[src/rtl/core/key_debounce_event_fifo_assert.svh]
// Assertion macros shared by the key debounce event FIFO RTL
`ifndef KEY_DEBOUNCE_EVENT_FIFO_ASSERT_SVH
`define KEY_DEBOUNCE_EVENT_FIFO_ASSERT_SVH
`ifndef NO_ASSERTIONS
`define KDF_ASSERT(name, prop, msg) \
   name: assert property (@(posedge clock) disable iff (reset) prop) else $error(msg);
`define KDF_ASSERT_ALWAYS(name, prop, msg) \
   name: assert property (@(posedge clock) prop) else $error(msg);
`else
`define KDF_ASSERT(name, prop, msg)
`define KDF_ASSERT_ALWAYS(name, prop, msg)
`endif
`endif

[src/rtl/core/kdf_pkg.sv]
// Shared types and constants of the key debounce event FIFO
package kdf_pkg;

   localparam int PIN_BITS  = 17;
   localparam int CODE_W    = 6;
   localparam int CNT_W     = 4;
   localparam int LP_W      = 16;
   localparam int RT_W      = 8;
   localparam int CSR_IDX_W = 1;

   localparam logic OP_TICK = 1'b0;
   localparam logic OP_POP  = 1'b1;

   localparam logic [CSR_IDX_W-1:0] CSR_LONG_PRESS = 1'b0;
   localparam logic [CSR_IDX_W-1:0] CSR_REPEAT     = 1'b1;

   localparam logic [LP_W-1:0] LP_RESET = 16'd100;
   localparam logic [RT_W-1:0] RT_RESET = 8'd0;

   typedef struct packed {
      logic                op;
      logic [PIN_BITS-1:0] pins_raw;
   } req_type;

   typedef struct packed {
      logic [CODE_W-1:0]   key_code;
      logic [PIN_BITS-1:0] pressed_mask;
   } rsp_type;

   typedef struct packed {
      logic              valid;
      logic [CODE_W-1:0] code;
   } push_type;

   typedef struct packed {
      logic [CNT_W-1:0] cnt;
      logic [LP_W-1:0]  hold;
      logic [RT_W-1:0]  rep;
   } key_state_type;

endpackage

[src/rtl/core/kdf_event_fifo.sv]
// Ring buffer of key event codes with a registered pop read
module kdf_event_fifo #(
   parameter int FIFO_DEPTH = 16
) (
   input  logic                      clock,
   input  logic                      reset,
   input  kdf_pkg::push_type         push,
   input  logic                      pop_req,
   output logic [kdf_pkg::CODE_W-1:0] pop_code
);
   import kdf_pkg::*;

   localparam int PW = (FIFO_DEPTH > 1) ? $clog2(FIFO_DEPTH) : 1;
   localparam logic [PW-1:0] LAST_SLOT = PW'(FIFO_DEPTH - 1);

   logic [CODE_W-1:0] fifo_mem [FIFO_DEPTH];
   logic [PW-1:0]     wr_ptr_ff, wr_ptr_in;
   logic [PW-1:0]     rd_ptr_ff, rd_ptr_in;
   logic              hit_ff, hit_in;
   logic [CODE_W-1:0] rd_data_ff;
   logic              pop_hit;

   assign pop_hit = pop_req && (rd_ptr_ff != wr_ptr_ff);

   always_comb begin
      wr_ptr_in = wr_ptr_ff;
      rd_ptr_in = rd_ptr_ff;
      hit_in    = pop_hit;
      if (push.valid) begin
         wr_ptr_in = (wr_ptr_ff == LAST_SLOT) ? '0 : wr_ptr_ff + PW'(1);
      end
      if (pop_hit) begin
         rd_ptr_in = (rd_ptr_ff == LAST_SLOT) ? '0 : rd_ptr_ff + PW'(1);
      end
   end

   always_ff @(posedge clock) begin
      if (reset) begin
         wr_ptr_ff <= '0;
         rd_ptr_ff <= '0;
         hit_ff    <= 1'b0;
      end else begin
         wr_ptr_ff <= wr_ptr_in;
         rd_ptr_ff <= rd_ptr_in;
         hit_ff    <= hit_in;
      end
   end

   always_ff @(posedge clock) begin
      if (push.valid) begin
         fifo_mem[wr_ptr_ff] <= push.code;
      end
      if (pop_hit) begin
         rd_data_ff <= fifo_mem[rd_ptr_ff];
      end
   end

   assign pop_code = hit_ff ? rd_data_ff : '0;

endmodule

[src/rtl/core/kdf_key_scan.sv]
// Serial key walker: debounce, long-press and repeat over a key state memory
module kdf_key_scan #(
   parameter int NUM_KEYS     = 17,
   parameter int FILTER_TICKS = 5
) (
   input  logic                        clock,
   input  logic                        reset,
   input  logic                        start,
   input  logic [kdf_pkg::PIN_BITS-1:0] pins,
   input  logic [kdf_pkg::LP_W-1:0]     long_press_ticks,
   input  logic [kdf_pkg::RT_W-1:0]     repeat_ticks,
   output kdf_pkg::push_type            push,
   output logic                        done,
   output logic [kdf_pkg::PIN_BITS-1:0] pressed_mask
);
   import kdf_pkg::*;

   localparam int KW = (NUM_KEYS > 1) ? $clog2(NUM_KEYS) : 1;
   localparam logic [KW-1:0]    LAST_KEY = KW'(NUM_KEYS - 1);
   localparam logic [CNT_W-1:0] F_CNT    = CNT_W'(FILTER_TICKS);
   localparam logic [CNT_W-1:0] F2_CNT   = CNT_W'(2 * FILTER_TICKS);
   localparam logic [CNT_W-1:0] F_HALF   = CNT_W'(FILTER_TICKS / 2);

   localparam logic [1:0] S_IDLE  = 2'd0;
   localparam logic [1:0] S_READ  = 2'd1;
   localparam logic [1:0] S_EVAL  = 2'd2;
   localparam logic [1:0] S_PUSH2 = 2'd3;

   key_state_type key_mem [NUM_KEYS];
   key_state_type rd_ff;

   logic [1:0]          state_ff, state_in;
   logic [KW-1:0]       key_ff, key_in;
   logic [NUM_KEYS-1:0] kp_ff, kp_in;
   logic [NUM_KEYS-1:0] init_ff, init_in;
   logic [CODE_W-1:0]   second_ff, second_in;

   key_state_type       cur, nxt;
   logic                mem_we;
   logic [PIN_BITS-1:0] down_shift;
   logic                key_down, pressed, pressed_nxt;
   logic [CODE_W-1:0]   code_base, code_press, code_release, code_long;
   logic [LP_W-1:0]     hold_inc;
   logic [RT_W-1:0]     rep_inc;
   logic                eva_v, evb_v;
   logic [CODE_W-1:0]   eva_code, evb_code;
   logic                last_key;

   assign down_shift   = (~pins) >> key_ff;
   assign key_down     = down_shift[0];
   assign pressed      = kp_ff[key_ff];
   assign code_base    = (CODE_W'(key_ff) << 1) + CODE_W'(key_ff);
   assign code_press   = code_base + CODE_W'(1);
   assign code_release = code_base + CODE_W'(2);
   assign code_long    = code_base + CODE_W'(3);
   assign last_key     = (key_ff == LAST_KEY);

   always_comb begin
      if (init_ff[key_ff]) begin
         cur = rd_ff;
      end else begin
         cur.cnt  = F_HALF;
         cur.hold = '0;
         cur.rep  = '0;
      end
   end

   always_comb begin
      nxt         = cur;
      pressed_nxt = pressed;
      hold_inc    = cur.hold + LP_W'(1);
      rep_inc     = cur.rep + RT_W'(1);
      eva_v       = 1'b0;
      eva_code    = code_press;
      evb_v       = 1'b0;
      evb_code    = code_press;
      if (key_down) begin
         if (cur.cnt < F_CNT) begin
            nxt.cnt = F_CNT;
         end else if (cur.cnt < F2_CNT) begin
            nxt.cnt = cur.cnt + CNT_W'(1);
         end else begin
            if (!pressed) begin
               pressed_nxt = 1'b1;
               eva_v       = 1'b1;
            end
            if (long_press_ticks != '0) begin
               if (cur.hold < long_press_ticks) begin
                  nxt.hold = hold_inc;
                  if (hold_inc == long_press_ticks) begin
                     evb_v    = 1'b1;
                     evb_code = code_long;
                  end
               end else if (repeat_ticks != '0) begin
                  if (rep_inc >= repeat_ticks) begin
                     nxt.rep = '0;
                     evb_v   = 1'b1;
                  end else begin
                     nxt.rep = rep_inc;
                  end
               end
            end
         end
      end else begin
         if (cur.cnt > F_CNT) begin
            nxt.cnt = F_CNT;
         end else if (cur.cnt != '0) begin
            nxt.cnt = cur.cnt - CNT_W'(1);
         end else if (pressed) begin
            pressed_nxt = 1'b0;
            eva_v       = 1'b1;
            eva_code    = code_release;
         end
         nxt.hold = '0;
         nxt.rep  = '0;
      end
   end

   always_comb begin
      state_in   = state_ff;
      key_in     = key_ff;
      kp_in      = kp_ff;
      init_in    = init_ff;
      second_in  = second_ff;
      mem_we     = 1'b0;
      push.valid = 1'b0;
      push.code  = eva_code;
      done       = 1'b0;
      case (state_ff)
         S_IDLE: begin
            if (start) begin
               key_in   = '0;
               state_in = S_READ;
            end
         end
         S_READ: begin
            state_in = S_EVAL;
         end
         S_EVAL: begin
            mem_we          = 1'b1;
            kp_in[key_ff]   = pressed_nxt;
            init_in[key_ff] = 1'b1;
            push.valid      = eva_v || evb_v;
            push.code       = eva_v ? eva_code : evb_code;
            if (eva_v && evb_v) begin
               second_in = evb_code;
               state_in  = S_PUSH2;
            end else if (last_key) begin
               done     = 1'b1;
               state_in = S_IDLE;
            end else begin
               key_in   = key_ff + KW'(1);
               state_in = S_READ;
            end
         end
         S_PUSH2: begin
            push.valid = 1'b1;
            push.code  = second_ff;
            if (last_key) begin
               done     = 1'b1;
               state_in = S_IDLE;
            end else begin
               key_in   = key_ff + KW'(1);
               state_in = S_READ;
            end
         end
         default: begin
            state_in = S_IDLE;
         end
      endcase
   end

   always_ff @(posedge clock) begin
      if (reset) begin
         state_ff <= S_IDLE;
         key_ff   <= '0;
         kp_ff    <= '0;
         init_ff  <= '0;
      end else begin
         state_ff <= state_in;
         key_ff   <= key_in;
         kp_ff    <= kp_in;
         init_ff  <= init_in;
      end
   end

   always_ff @(posedge clock) begin
      second_ff <= second_in;
   end

   always_ff @(posedge clock) begin
      if (mem_we) begin
         key_mem[key_ff] <= nxt;
      end
      if (state_ff == S_READ) begin
         rd_ff <= key_mem[key_ff];
      end
   end

   assign pressed_mask = PIN_BITS'(kp_ff);

endmodule

[src/rtl/core/key_debounce_event_fifo.sv]
// Key debounce scanner with a ring FIFO of press, release, long and repeat codes
// A scan tick request walks the keys one at a time through a single-port key state
// memory: each key passes a read state, then an evaluate and write-back state, and
// a second push state when it queues two codes (press and long press on the same
// tick). A pop request waits on the registered read of the event buffer before its
// response. The next request is taken as soon as the engine is free, even while the
// last response waits.
// Codes: 3i+1 press or repeat, 3i+2 release, 3i+3 long press, 0 for an empty pop or
// a tick. The event buffer has no full check; overflow overwrites the oldest codes.
`include "key_debounce_event_fifo_assert.svh"
module key_debounce_event_fifo #(
   parameter int NUM_KEYS     = 17,
   parameter int FILTER_TICKS = 5,
   parameter int FIFO_DEPTH   = 16
) (
   input  logic                         clock,
   input  logic                         reset,
   input  logic                         req_valid,
   output logic                         req_ready,
   input  kdf_pkg::req_type             req_payload,
   output logic                         rsp_valid,
   input  logic                         rsp_ready,
   output kdf_pkg::rsp_type             rsp_payload,
   input  logic                         csr_write,
   input  logic [kdf_pkg::CSR_IDX_W-1:0] csr_index,
   input  logic [kdf_pkg::LP_W-1:0]      csr_wdata
);
   import kdf_pkg::*;

   localparam logic [1:0] ST_IDLE = 2'd0;
   localparam logic [1:0] ST_SCAN = 2'd1;
   localparam logic [1:0] ST_POP  = 2'd2;
   localparam logic [1:0] ST_DONE = 2'd3;

   logic [1:0]          state_ff, state_in;
   logic [PIN_BITS-1:0] pins_ff, pins_in;
   logic [LP_W-1:0]     lp_ff, lp_in;
   logic [RT_W-1:0]     rt_ff, rt_in;
   logic [CODE_W-1:0]   code_ff, code_in;
   logic                rsp_valid_ff, rsp_valid_in;
   rsp_type             rsp_ff, rsp_in;

   logic                accept;
   logic                scan_start, scan_done, pop_req;
   push_type            push;
   logic [CODE_W-1:0]   pop_code;
   logic [PIN_BITS-1:0] mask;

   assign req_ready   = (state_ff == ST_IDLE);
   assign accept      = req_valid && req_ready;
   assign rsp_valid   = rsp_valid_ff;
   assign rsp_payload = rsp_ff;

   kdf_key_scan #(
      .NUM_KEYS     (NUM_KEYS),
      .FILTER_TICKS (FILTER_TICKS)
   ) u_scan (
      .clock            (clock),
      .reset            (reset),
      .start            (scan_start),
      .pins             (pins_ff),
      .long_press_ticks (lp_ff),
      .repeat_ticks     (rt_ff),
      .push             (push),
      .done             (scan_done),
      .pressed_mask     (mask)
   );

   kdf_event_fifo #(
      .FIFO_DEPTH (FIFO_DEPTH)
   ) u_fifo (
      .clock    (clock),
      .reset    (reset),
      .push     (push),
      .pop_req  (pop_req),
      .pop_code (pop_code)
   );

   always_comb begin
      lp_in = lp_ff;
      rt_in = rt_ff;
      if (csr_write) begin
         case (csr_index)
            CSR_LONG_PRESS: lp_in = csr_wdata;
            CSR_REPEAT:     rt_in = csr_wdata[RT_W-1:0];
            default: begin
            end
         endcase
      end
   end

   always_comb begin
      state_in     = state_ff;
      pins_in      = pins_ff;
      code_in      = code_ff;
      rsp_valid_in = rsp_valid_ff && !rsp_ready;
      rsp_in       = rsp_ff;
      scan_start   = 1'b0;
      pop_req      = 1'b0;
      case (state_ff)
         ST_IDLE: begin
            if (accept) begin
               pins_in = req_payload.pins_raw;
               code_in = '0;
               if (req_payload.op == OP_POP) begin
                  pop_req  = 1'b1;
                  state_in = ST_POP;
               end else begin
                  scan_start = 1'b1;
                  state_in   = ST_SCAN;
               end
            end
         end
         ST_SCAN: begin
            if (scan_done) begin
               state_in = ST_DONE;
            end
         end
         ST_POP: begin
            code_in  = pop_code;
            state_in = ST_DONE;
         end
         ST_DONE: begin
            if (!rsp_valid_ff || rsp_ready) begin
               rsp_valid_in        = 1'b1;
               rsp_in.key_code     = code_ff;
               rsp_in.pressed_mask = mask;
               state_in            = ST_IDLE;
            end
         end
         default: begin
            state_in = ST_IDLE;
         end
      endcase
   end

   always_ff @(posedge clock) begin
      if (reset) begin
         state_ff     <= ST_IDLE;
         rsp_valid_ff <= 1'b0;
         lp_ff        <= LP_RESET;
         rt_ff        <= RT_RESET;
      end else begin
         state_ff     <= state_in;
         rsp_valid_ff <= rsp_valid_in;
         lp_ff        <= lp_in;
         rt_ff        <= rt_in;
      end
   end

   always_ff @(posedge clock) begin
      pins_ff <= pins_in;
      code_ff <= code_in;
      rsp_ff  <= rsp_in;
   end

   `KDF_ASSERT(a_push_in_scan, push.valid |-> (state_ff == ST_SCAN), "code pushed outside a scan")
   `KDF_ASSERT(a_done_in_scan, scan_done |-> (state_ff == ST_SCAN), "scan done while not scanning")
   `KDF_ASSERT_ALWAYS(a_tick_no_code, $past(scan_done) |-> (code_ff == '0), "tick carries a code")

endmodule

[config.mk]
export PLATFORM = sky130hd
export DESIGN_NAME = key_debounce_event_fifo
export DESIGN_NICKNAME = d
export VERILOG_FILES = /design/src/rtl/core/kdf_pkg.sv /design/src/rtl/core/kdf_event_fifo.sv /design/src/rtl/core/kdf_key_scan.sv /design/src/rtl/core/key_debounce_event_fifo.sv
export VERILOG_INCLUDE_DIRS = /design/src /design/src/rtl/core
export SDC_FILE = /design/constraint.sdc
export NUM_CORES = 1
export LEC_CHECK = 0
export BUFFER_PORTS_ARGS = -buffer_cell sky130_fd_sc_hd__buf_2
export CORE_ASPECT_RATIO = 0.5
export CORE_MARGIN = 2
export CORE_UTILIZATION = 55
export CTS_CLUSTER_DIAMETER = 50
export DETAILED_ROUTE_END_ITERATION = 12
export GPL_TIMING_DRIVEN = 0
export PLACE_DENSITY = 0.71
export REMOVE_ABC_BUFFERS = 1
export SYNTH_ARGS = -nofsm -noshare
export SYNTH_HDL_FRONTEND = slang
export SYNTH_HIERARCHICAL = 1
export SYNTH_SLANG_ARGS = --single-unit
[constraint.sdc]
create_clock -name clock -period 7.8 [get_ports clock]
set_input_delay 0.78 -clock clock [delete_from_list [all_inputs] [get_ports clock]]
set_output_delay 0.78 -clock clock [all_outputs]
set_load 0.01 [all_outputs]
==> reports/qor.yml, run 1 <==
clocking:
  cts_buffers: 66
  clock_sinks: 735
  cts_tree: "done"
  clockRootBuffer: "clkbuf_16"
  clock_path_buffers: 3
  htree_levels: 3
  clock_latency_ps: 590
  path_clk_slew_ps: 60
die:
  die_w_um: 341
  num_io_pins: 65
  std_cell_rows: 61
  die_y_um: 172
  start_util_pct: 55.9
  dieArea_mm2: 0.0588
  core_area_mm2: 0.0558
logic_synthesis:
  async_flop_share_pct: 0
  yosysUniqueCellTypes: 82
  synth_seq_cells: 735
  syn_area_mm2: 0.0312
  synth_area_leaders: "edfxtp_1 (63%), mux4_2 (12%), dfxtp_1 (4.9%)"
  syn_avg_cell_area_um2: 16.2
  synth_area_leader_cell: "edfxtp_1"
  ys_warn_count: 6
  synthFlopType: "edfxtp_1"
  synth_top_area_share_pct: 63.3
  yosysSeqAreaShare_pct: 68.3
  netlist_instances: 1930
  synth-edff-count: 658
routing:
  drt_wl_total_um: 69600
  firstDrtPassIters: 6
  ant_nets: 0
  viasPerCell: 6.13
  vias: 17200
  drt-initial-drc-count: 2206
  drc: 0
  wire_per_inst_um: 24.8
global_route:
  grt_max_degree: 79
  first_global_vias: 16900
  grt_pass1_wl_um: 104000
  track_usage_pct: 23.9
  grt_remaining_overflow: 0
  antenna_found_initial: 0
outcome:
  run_status: "finished, final reports clean"
setup_path:
  crit_path_top_delay_cell: "or4_1"
  r2r_cells: 20
  path_cells: "buf_16, buf_16, or4_1, o21a_1, nor3_4, buf_6, and2_1, ha_1, nand3_1, nor4_1, xor2_1, mux2_2, o32ai_1, o21ai_0, nor2_1, o2bb2ai_1, nand2b_1, a31oi_2, nor3b_1, and2_1"
  critPathLaunchType: "flop"
  worstPathMaxFanout: 45
  max_stage_delay_ps: 750
  cp_top_family: "simple AND/OR/NAND/NOR gates"
  r2r_end: "u_fifo/fifo_mem[0][0]"
  crit_required_ps: 8040
  crit_buf_inv: 3
  critPathKind: "reg -> reg"
  critPathArrivalTime_ps: 7600
  end_kind: "flop"
  r2r_setup_slack_ps: 440
  rr_startpoint: "u_scan/key_ff[0]"
timing:
  period_minus_slack_ps: 7360
  fmax_ghz: 0.136
  maxSlewHeadroom_pct: 9.81
  report.final.hold_viol_count: 0
  fin_skew_ps: 24.7
  setup_viol: 0
  drv_slew: 0
  tns_ps: 0
  period_share_pct: 94.3
  worstMarginPinSlew_ps: 1350
  rsz0062_at_grt: "no"
hold_path:
  min_to: "pins_ff[14]"
  worstHoldStart: "req_payload[14]"
  hold_path_class: "in -> reg"
  min_path_cells: 1
finish:
  final.fill_count: 3906
  utilization_pct: 62.6
  drive_above_1_share_pct: 19.8
  area_growth_pct: 12.0
  fin_nets: 2100
  diodes: 0
power_and_ir_drop:
  power.share.switching_pct: 21.6
  p_comb_share_pct: 6.4
  p_sw_w: 0.00174
  power_frac_clock_pct: 38.8
  p_int_w: 0.00633
  p_per_area_mw_per_mm2: 231
  peakVddDrop_v: 0.000146
  p_seq_share_pct: 54.8
  p_leak_nw: 11.3
placement:
  hpwl_um: 43600
  io_buffer_count: 64
  gp_congestion: 0.896
run:
  maxCapViolCount: 0
==> worst register-to-register path, delay by kind of cell, from the launching register on <==
kind,cells,cell delay [ps]
compound gates,5,1640
xor+xnor,1,200
fa+ha+maj,1,360
buf+inv,3,770
flops,1,460
mux,1,350
simple gates,9,3240
==> kinds of logic (layout without fill, tap and decap cells) <==
logic type | count (synthesis) | after routing | share of synthesized area, %
buffers and inverters | 152 | 274 | 2.05
XOR/XNOR | 54 | 54 | 1.58
flip-flops | 735 | 735 | 68.3
adder cells (fa/ha/maj) | 55 | 55 | 2.23
AO/OA/AOI/OAI | 179 | 179 | 3.78
AND/OR/NAND/NOR | 539 | 539 | 8.03
multiplexers | 216 | 216 | 14.0
==> cell type report <==
type                    instances  area [µm²]  area share [%]
clock buffers                  91        1840            5.26
clock inverters                24         220           0.630
inverters                      54         204           0.584
multi-input cells            1043        9370            26.8
flip-flops and latches        735       21300            61.0
well taps                     756         946            2.71
repair buffers                105        1050            3.01
==> synth_stat cells, drive strengths merged, types with 3 or more instances <==
cell and count:
edfxtp 658, nand2b 10, nor2b 16, nor3 17, a22oi 10, buf 45
nand3b 3, and2 50, or4b 3, o311ai 3, nor2 153, o21ai 39
mux2 3, nand3 42, ha 54, or4 3, xor2 27, or2 3
inv 53, a211oi 11, a21o 8, mux4 175, or3 9, dfxtp 77
nand2 190, o32a 3, clkbuf 53, mux2i 38, a211o 4, and3 12
nand4 13, o21a 5, xnor2 26, a31oi 10, a32oi 3, a21oi 54
nor4 10
==> power by group through the flow <==
stage	sequential, W	clock (W)	combinational [W]
after detailed placement	0.00451	0	0.000508
after CTS	0.00443	0.00319	0.000512
after floorplan	0.00452	0	0.000338
final	0.00442	0.00313	0.000517
after global routing	0.00443	0.00334	0.000565
after global placement	0.00454	0	0.000483
==> registers in the layout (all words and copies together), names as in the netlist, 8 cells and up <==
signal               count
u_scan/pressed_mask     17
rsp_payload             23
u_scan/init_ff          17
u_scan/rd_ff            28
pins_ff                 17
lp_ff                   16
u_fifo/fifo_mem         96
rt_ff                    8
u_scan/key_mem         476
==> metal layers <==
layer	share of wire, %	vias up	track usage (%)	wire length [µm]
met2	47	682	38.1	32900
met5	0	-	0	0
met1	42	8801	34.6	29500
li1	-	7596	-	-
met3	7.7	127	3.88	5350
met4	2.7	0	6.97	1900
==> repair_timing <==
item                                    CTS  global route
hold endpoints to repair                  0             0
endpoints found under the setup margin   40           128
hold buffers                              0             0
pin swaps                                 1             2
gates resized for setup                   1             1
cloned                                    0             0
buffers inserted                          1             5
==> layout by cell type, fill, tap and decap left out, drive strengths merged, types with 11 or more instances in the layout <==
master / n
mux4: 175
ha: 54
xor2: 27
clkbuf: 91
edfxtp: 658
nor3: 17
mux2i: 38
nand3: 42
a211oi: 11
inv: 57
dfxtp: 77
o21ai: 39
a21oi: 54
nand4: 13
nor2b: 16
and3: 12
clkinv: 18
nor2: 153
buf: 105
nand2: 190
xnor2: 26
and2: 50
==> how the worst max path moves through the flow <==
| stage | depth (start not counted) | startpoint | endpoint | slack [ps] |
|---|---|---|---|---|
| finish | 20 | u_scan/key_ff[0] | u_fifo/fifo_mem[0][0] | 440 |
| global route | 20 | u_scan/key_ff[0] | u_fifo/fifo_mem[0][0] | 9 |
| CTS | 20 | u_scan/key_ff[0] | u_fifo/fifo_mem[0][0] | 150 |
| detailed placement | 18 | u_scan/key_ff[0] | u_fifo/fifo_mem[12][3] | -90 |
| global placement | 17 | u_scan/key_ff[0] | u_fifo/fifo_mem[6][1] | -9130 |
| floorplan | 17 | u_scan/key_ff[0] | u_fifo/fifo_mem[0][1] | -3570 |
==> per-stage QoR <==
stage	std cells	power (W)	hold WS, ps	setup slack (ps)	area [µm²]
after floorplan	1832	0.00485	400	-3570	30800
after detailed placement	2687	0.00502	405	-87.2	32800
after global routing	2808	0.00833	343	9.50	34900
after CTS	2803	0.00813	341	148	34900
after global placement	2652	0.00502	405	-9130	32000
final	2808	0.00807	368	443	34900
Note: power is estimated with default switching activity, not from simulation.
==> inputs of run 2 (changes only) <==
--- a/config.mk
+++ b/config.mk
@@ -17,5 +17,4 @@
 export REMOVE_ABC_BUFFERS = 1
 export SYNTH_ARGS = -nofsm -noshare
 export SYNTH_HDL_FRONTEND = slang
-export SYNTH_HIERARCHICAL = 1
 export SYNTH_SLANG_ARGS = --single-unit
==> run 2 against run 1 <==
  * Synthesized cell count is 4.4% lower
  * Clock skew is 8.5 ps higher
  * Worst setup slack worse by 25 ps
  * Sequential share of layout area is 1.0 points higher
  * Critical endpoint is now u_fifo.fifo_mem[11][2]
==> reports/qor.yml, run 2 <==
logic_synthesis:
  synth_seq_cells: 735  # unchanged
  syn_area_mm2: 0.0307  # -1.5%
  synth_area_leaders: "edfxtp_1 (64%), mux4_2 (13%), dfxtp_1 (5.0%)"
  yosysUniqueCellTypes: 71  # -13%
  syn_avg_cell_area_um2: 16.7  # +3.1%
  netlist_instances: 1845  # -4.4%
  synth.most_common_cell: "edfxtp_1"
  ys_warn_count: 0  # -6
  yosys-top-cells-count: "edfxtp_1 (658), mux4_2 (183), nand2_1 (180), nor2_1 (118), dfxtp_1 (77)"
  synth_top_area_share_pct: 64.3  # +0.93 points
  async_flop_share_pct: 0  # unchanged
  yosysSeqAreaShare_pct: 69.3  # +1.0 points
  synth_area_leader_cell: "edfxtp_1"
  synthFlopType: "edfxtp_1"
  synth-edff-count: 658  # unchanged
die:
  num_io_pins: 65  # unchanged
  die_y_um: 171  # -0.71%
  dieArea_mm2: 0.0579  # -1.4%
  die_w_um: 338  # -0.72%
  start_util_pct: 55.5  # -0.43 points
  std_cell_rows: 61  # unchanged
  core_area_mm2: 0.0554  # -0.68%
global_route:
  grt_pass1_wl_um: 103000  # -1.1%
  grt_max_degree: 71  # -10%
  antenna_found_initial: 0  # unchanged
  track_usage_pct: 23.8  # -0.072 points
  grt_remaining_overflow: 0  # unchanged
  first_global_vias: 16500  # -2.5%
setup_path:
  end_kind: "flop"
  rr_startpoint: "u_scan.key_ff[2]"
  cp_common_cell: "a21o_1"
  r2r_setup_slack_ps: 420  # -20 ps
  path_cells: "clkinv_1, mux2_2, a211o_1, and2_1, ha_1, a21o_1, a21o_1, a21o_1, a211oi_1, nand2b_1, nor4_2, and2_4, mux2i_1, o21ai_0, a21oi_1"
  critPathLaunchType: "flop"
  max_stage_delay_ps: 960  # +210 ps
  critPathKind: "reg -> reg"
  r2r_end: "u_fifo.fifo_mem[11][2]"
  crit_required_ps: 8030  # about the same
  worstPathMaxFanout: 47  # +4.4%
  crit_path_top_delay_cell: "a21oi_1"
  r2r_cells: 15  # -25%
  critPathArrivalTime_ps: 7610  # about the same
outcome:
  run_status: "finished, final reports clean"
clocking:
  ctsResizeCount: 0  # -1
  cts_tree: "done"
  path_clk_slew_ps: 70  # about the same
  cts_buffers: 61  # -7.6%
  clock_sinks: 735  # unchanged
  clock_latency_ps: 630  # +40 ps
  cts_setup_buffers: 0  # -1
  htree_levels: 2  # -1
  clockRootBuffer: "clkbuf_16"
  holdBufCountCts: 0  # unchanged
  clock_path_buffers: 3  # unchanged
power_and_ir_drop:
  p_seq_share_pct: 57.2  # +2.4 points
  p_sw_w: 0.00173  # -0.93%
  power_frac_clock_pct: 36.5  # -2.3 points
  p_int_w: 0.00604  # -4.6%
  peakVddDrop_v: 0.000163  # +12%
  p_leak_nw: 10.9  # -3.3%
  p_total_w: 0.00777  # -3.8%
  p_comb_share_pct: 6.3  # about the same
  power.share.switching_pct: 22.2  # +0.65 points
  p_per_area_mw_per_mm2: 226  # -2.2%
placement:
  dp.cells: 2605  # -3.1%
  hpwl_um: 42400  # -2.8%
  io_buffer_count: 64  # unchanged
  gp_congestion: 0.903  # +0.77%
timing:
  worstMarginPinSlew_ps: 1250  # -100 ps
  fmax_ghz: 0.135  # -0.34%
  report.final.hold_viol_count: 0  # unchanged
  maxSlewHeadroom_pct: 16.5  # +6.7 points
  fin_skew_ps: 33.2  # +8.48 ps
  period_share_pct: 94.6  # +0.32 points
  rsz0062_at_grt: "no"
  period_minus_slack_ps: 7380  # +24.8 ps
  setup_viol: 0  # unchanged
  drv_slew: 0  # unchanged
hold_path:
  hold_path_class: "in -> reg"
  min_to: "pins_ff[15]"
  worstHoldStart: "req_payload[15]"
  min_path_cells: 1  # unchanged
finish:
  stdcell_count: 2721  # -3.1%
  regMostFlops: "u_scan.key_mem"
  seq_area_mm2: 0.0213  # about the same
  top_regs: "u_scan.key_mem x476, u_fifo.fifo_mem x96, u_scan.rd_ff x28"
  multi_input_area_mm2: 0.00901  # -3.8%
  largest_reg_flops: 476  # unchanged
  layout_commonest_cell: "edfxtp_1"
  diodes: 0  # unchanged
  utilization_pct: 62.0  # -0.58 points
  drive_above_1_share_pct: 21.0  # +1.1 points
  final.fill_count: 3897  # -0.23%
  area_growth_pct: 11.8
  fin_nets: 2007  # -4.4%
  layout_common_cells: "edfxtp_1 (658), mux4_2 (183), nand2_1 (180)"
routing:
  wire_per_inst_um: 25.2  # +1.5%
  drt-initial-drc-count: 1782  # -19%
  viasPerCell: 6.08  # -0.74%
  vias: 16500  # -3.8%
  drt_wl_total_um: 68400  # -1.6%
  ant_nets: 0  # unchanged
  firstDrtPassIters: 6  # unchanged
  drc: 0  # unchanged
run:
  maxCapViolCount: 0  # unchanged
[run 2: changes by cell type in the layout (fill, tap and decap cells not counted), sizes merged, moves of 9 or more]
cell    before  now
a21oi       54   73
and2        50   30
clkbuf      91   77
clkinv      18   36
mux2i       38   12
nand2      190  181
nand3       42   26
nor2       153  118
[run 2: worst max path at each step]
stage,slack [ps],depth (start not counted),endpoint,from
2_1_floorplan,-2750,15,u_fifo.fifo_mem[0][2],u_scan.key_ff[0]
3_3_place_gp,-6980,15,u_fifo.fifo_mem[10][1],u_scan.key_ff[0]
3_5_place_dp,590,15,u_fifo.fifo_mem[8][2],u_scan.key_ff[2]
4_1_cts,490,15,u_fifo.fifo_mem[10][2],u_scan.key_ff[2]
5_1_grt,5,16,u_fifo.fifo_mem[11][2],u_scan.key_ff[2]
6_report,420,15,u_fifo.fifo_mem[11][2],u_scan.key_ff[2]
[run 2: area by class of cell]
cell class,count,area share [%]
clock buffers,77,4.69
clock inverters,37,0.582
inverters,53,0.586
multi-input cells,966,26.2
flip-flops and latches,735,62.0
well taps,756,2.75
repair buffers,97,3.18
[run 2: logic make-up (layout without fill, tap and decap cells)]
kind of cell | Yosys count | count (layout) | synth area share (%)
adder cells (fa/ha/maj) | 53 | 53 | 2.18
XOR/XNOR | 57 | 57 | 1.67
multiplexers | 199 | 199 | 13.9
AND/OR/NAND/NOR | 464 | 464 | 7.05
buffers and inverters | 144 | 264 | 1.86
AO/OA/AOI/OAI | 193 | 193 | 4.01
flip-flops | 735 | 735 | 69.3
[run 2: power groups by stage]
stage / Combinational, W / Sequential (W) / Clock (W)
floorplan: 0.000313 / 0.00453 / 0
global placement: 0.000452 / 0.00455 / 0
detailed placement: 0.000487 / 0.00453 / 0
CTS: 0.000490 / 0.00444 / 0.00287
global route: 0.000538 / 0.00445 / 0.00302
finish: 0.000489 / 0.00444 / 0.00284
[run 2: per-stage QoR]
| step | hold WS, ps | TNS, ps | setup WS (ps) | cell area (µm²) |
|---|---|---|---|---|
| finish | 335 | 0 | 418 | 34400 |
| detailed placement | 406 | 0 | 593 | 32500 |
| global placement | 402 | -6214130 | -6980 | 31600 |
| floorplan | 400 | -1556070 | -2750 | 30400 |
| global route | 312 | 0 | 5.15 | 34400 |
| CTS | 305 | 0 | 488 | 34300 |
[run 2: per-layer routing]
layer  vias to the layer above  track usage, %  wire (µm)
met5                         -               0          0
li1                       7341               -          -
met3                       140            4.75       5310
met1                      8466            33.0      28500
met4                         0            6.71       1940
met2                       602            39.2      32700
[run 2: worst max-delay path: cells and delay by family (launching register included)]
kind | cells | cell delay (ps)
AO/OA/AOI/OAI | 7 | 2650
flip-flops | 1 | 910
multiplexers | 2 | 760
adder cells (fa/ha/maj) | 1 | 280
buffers and inverters | 1 | 660
AND/OR/NAND/NOR | 4 | 1690
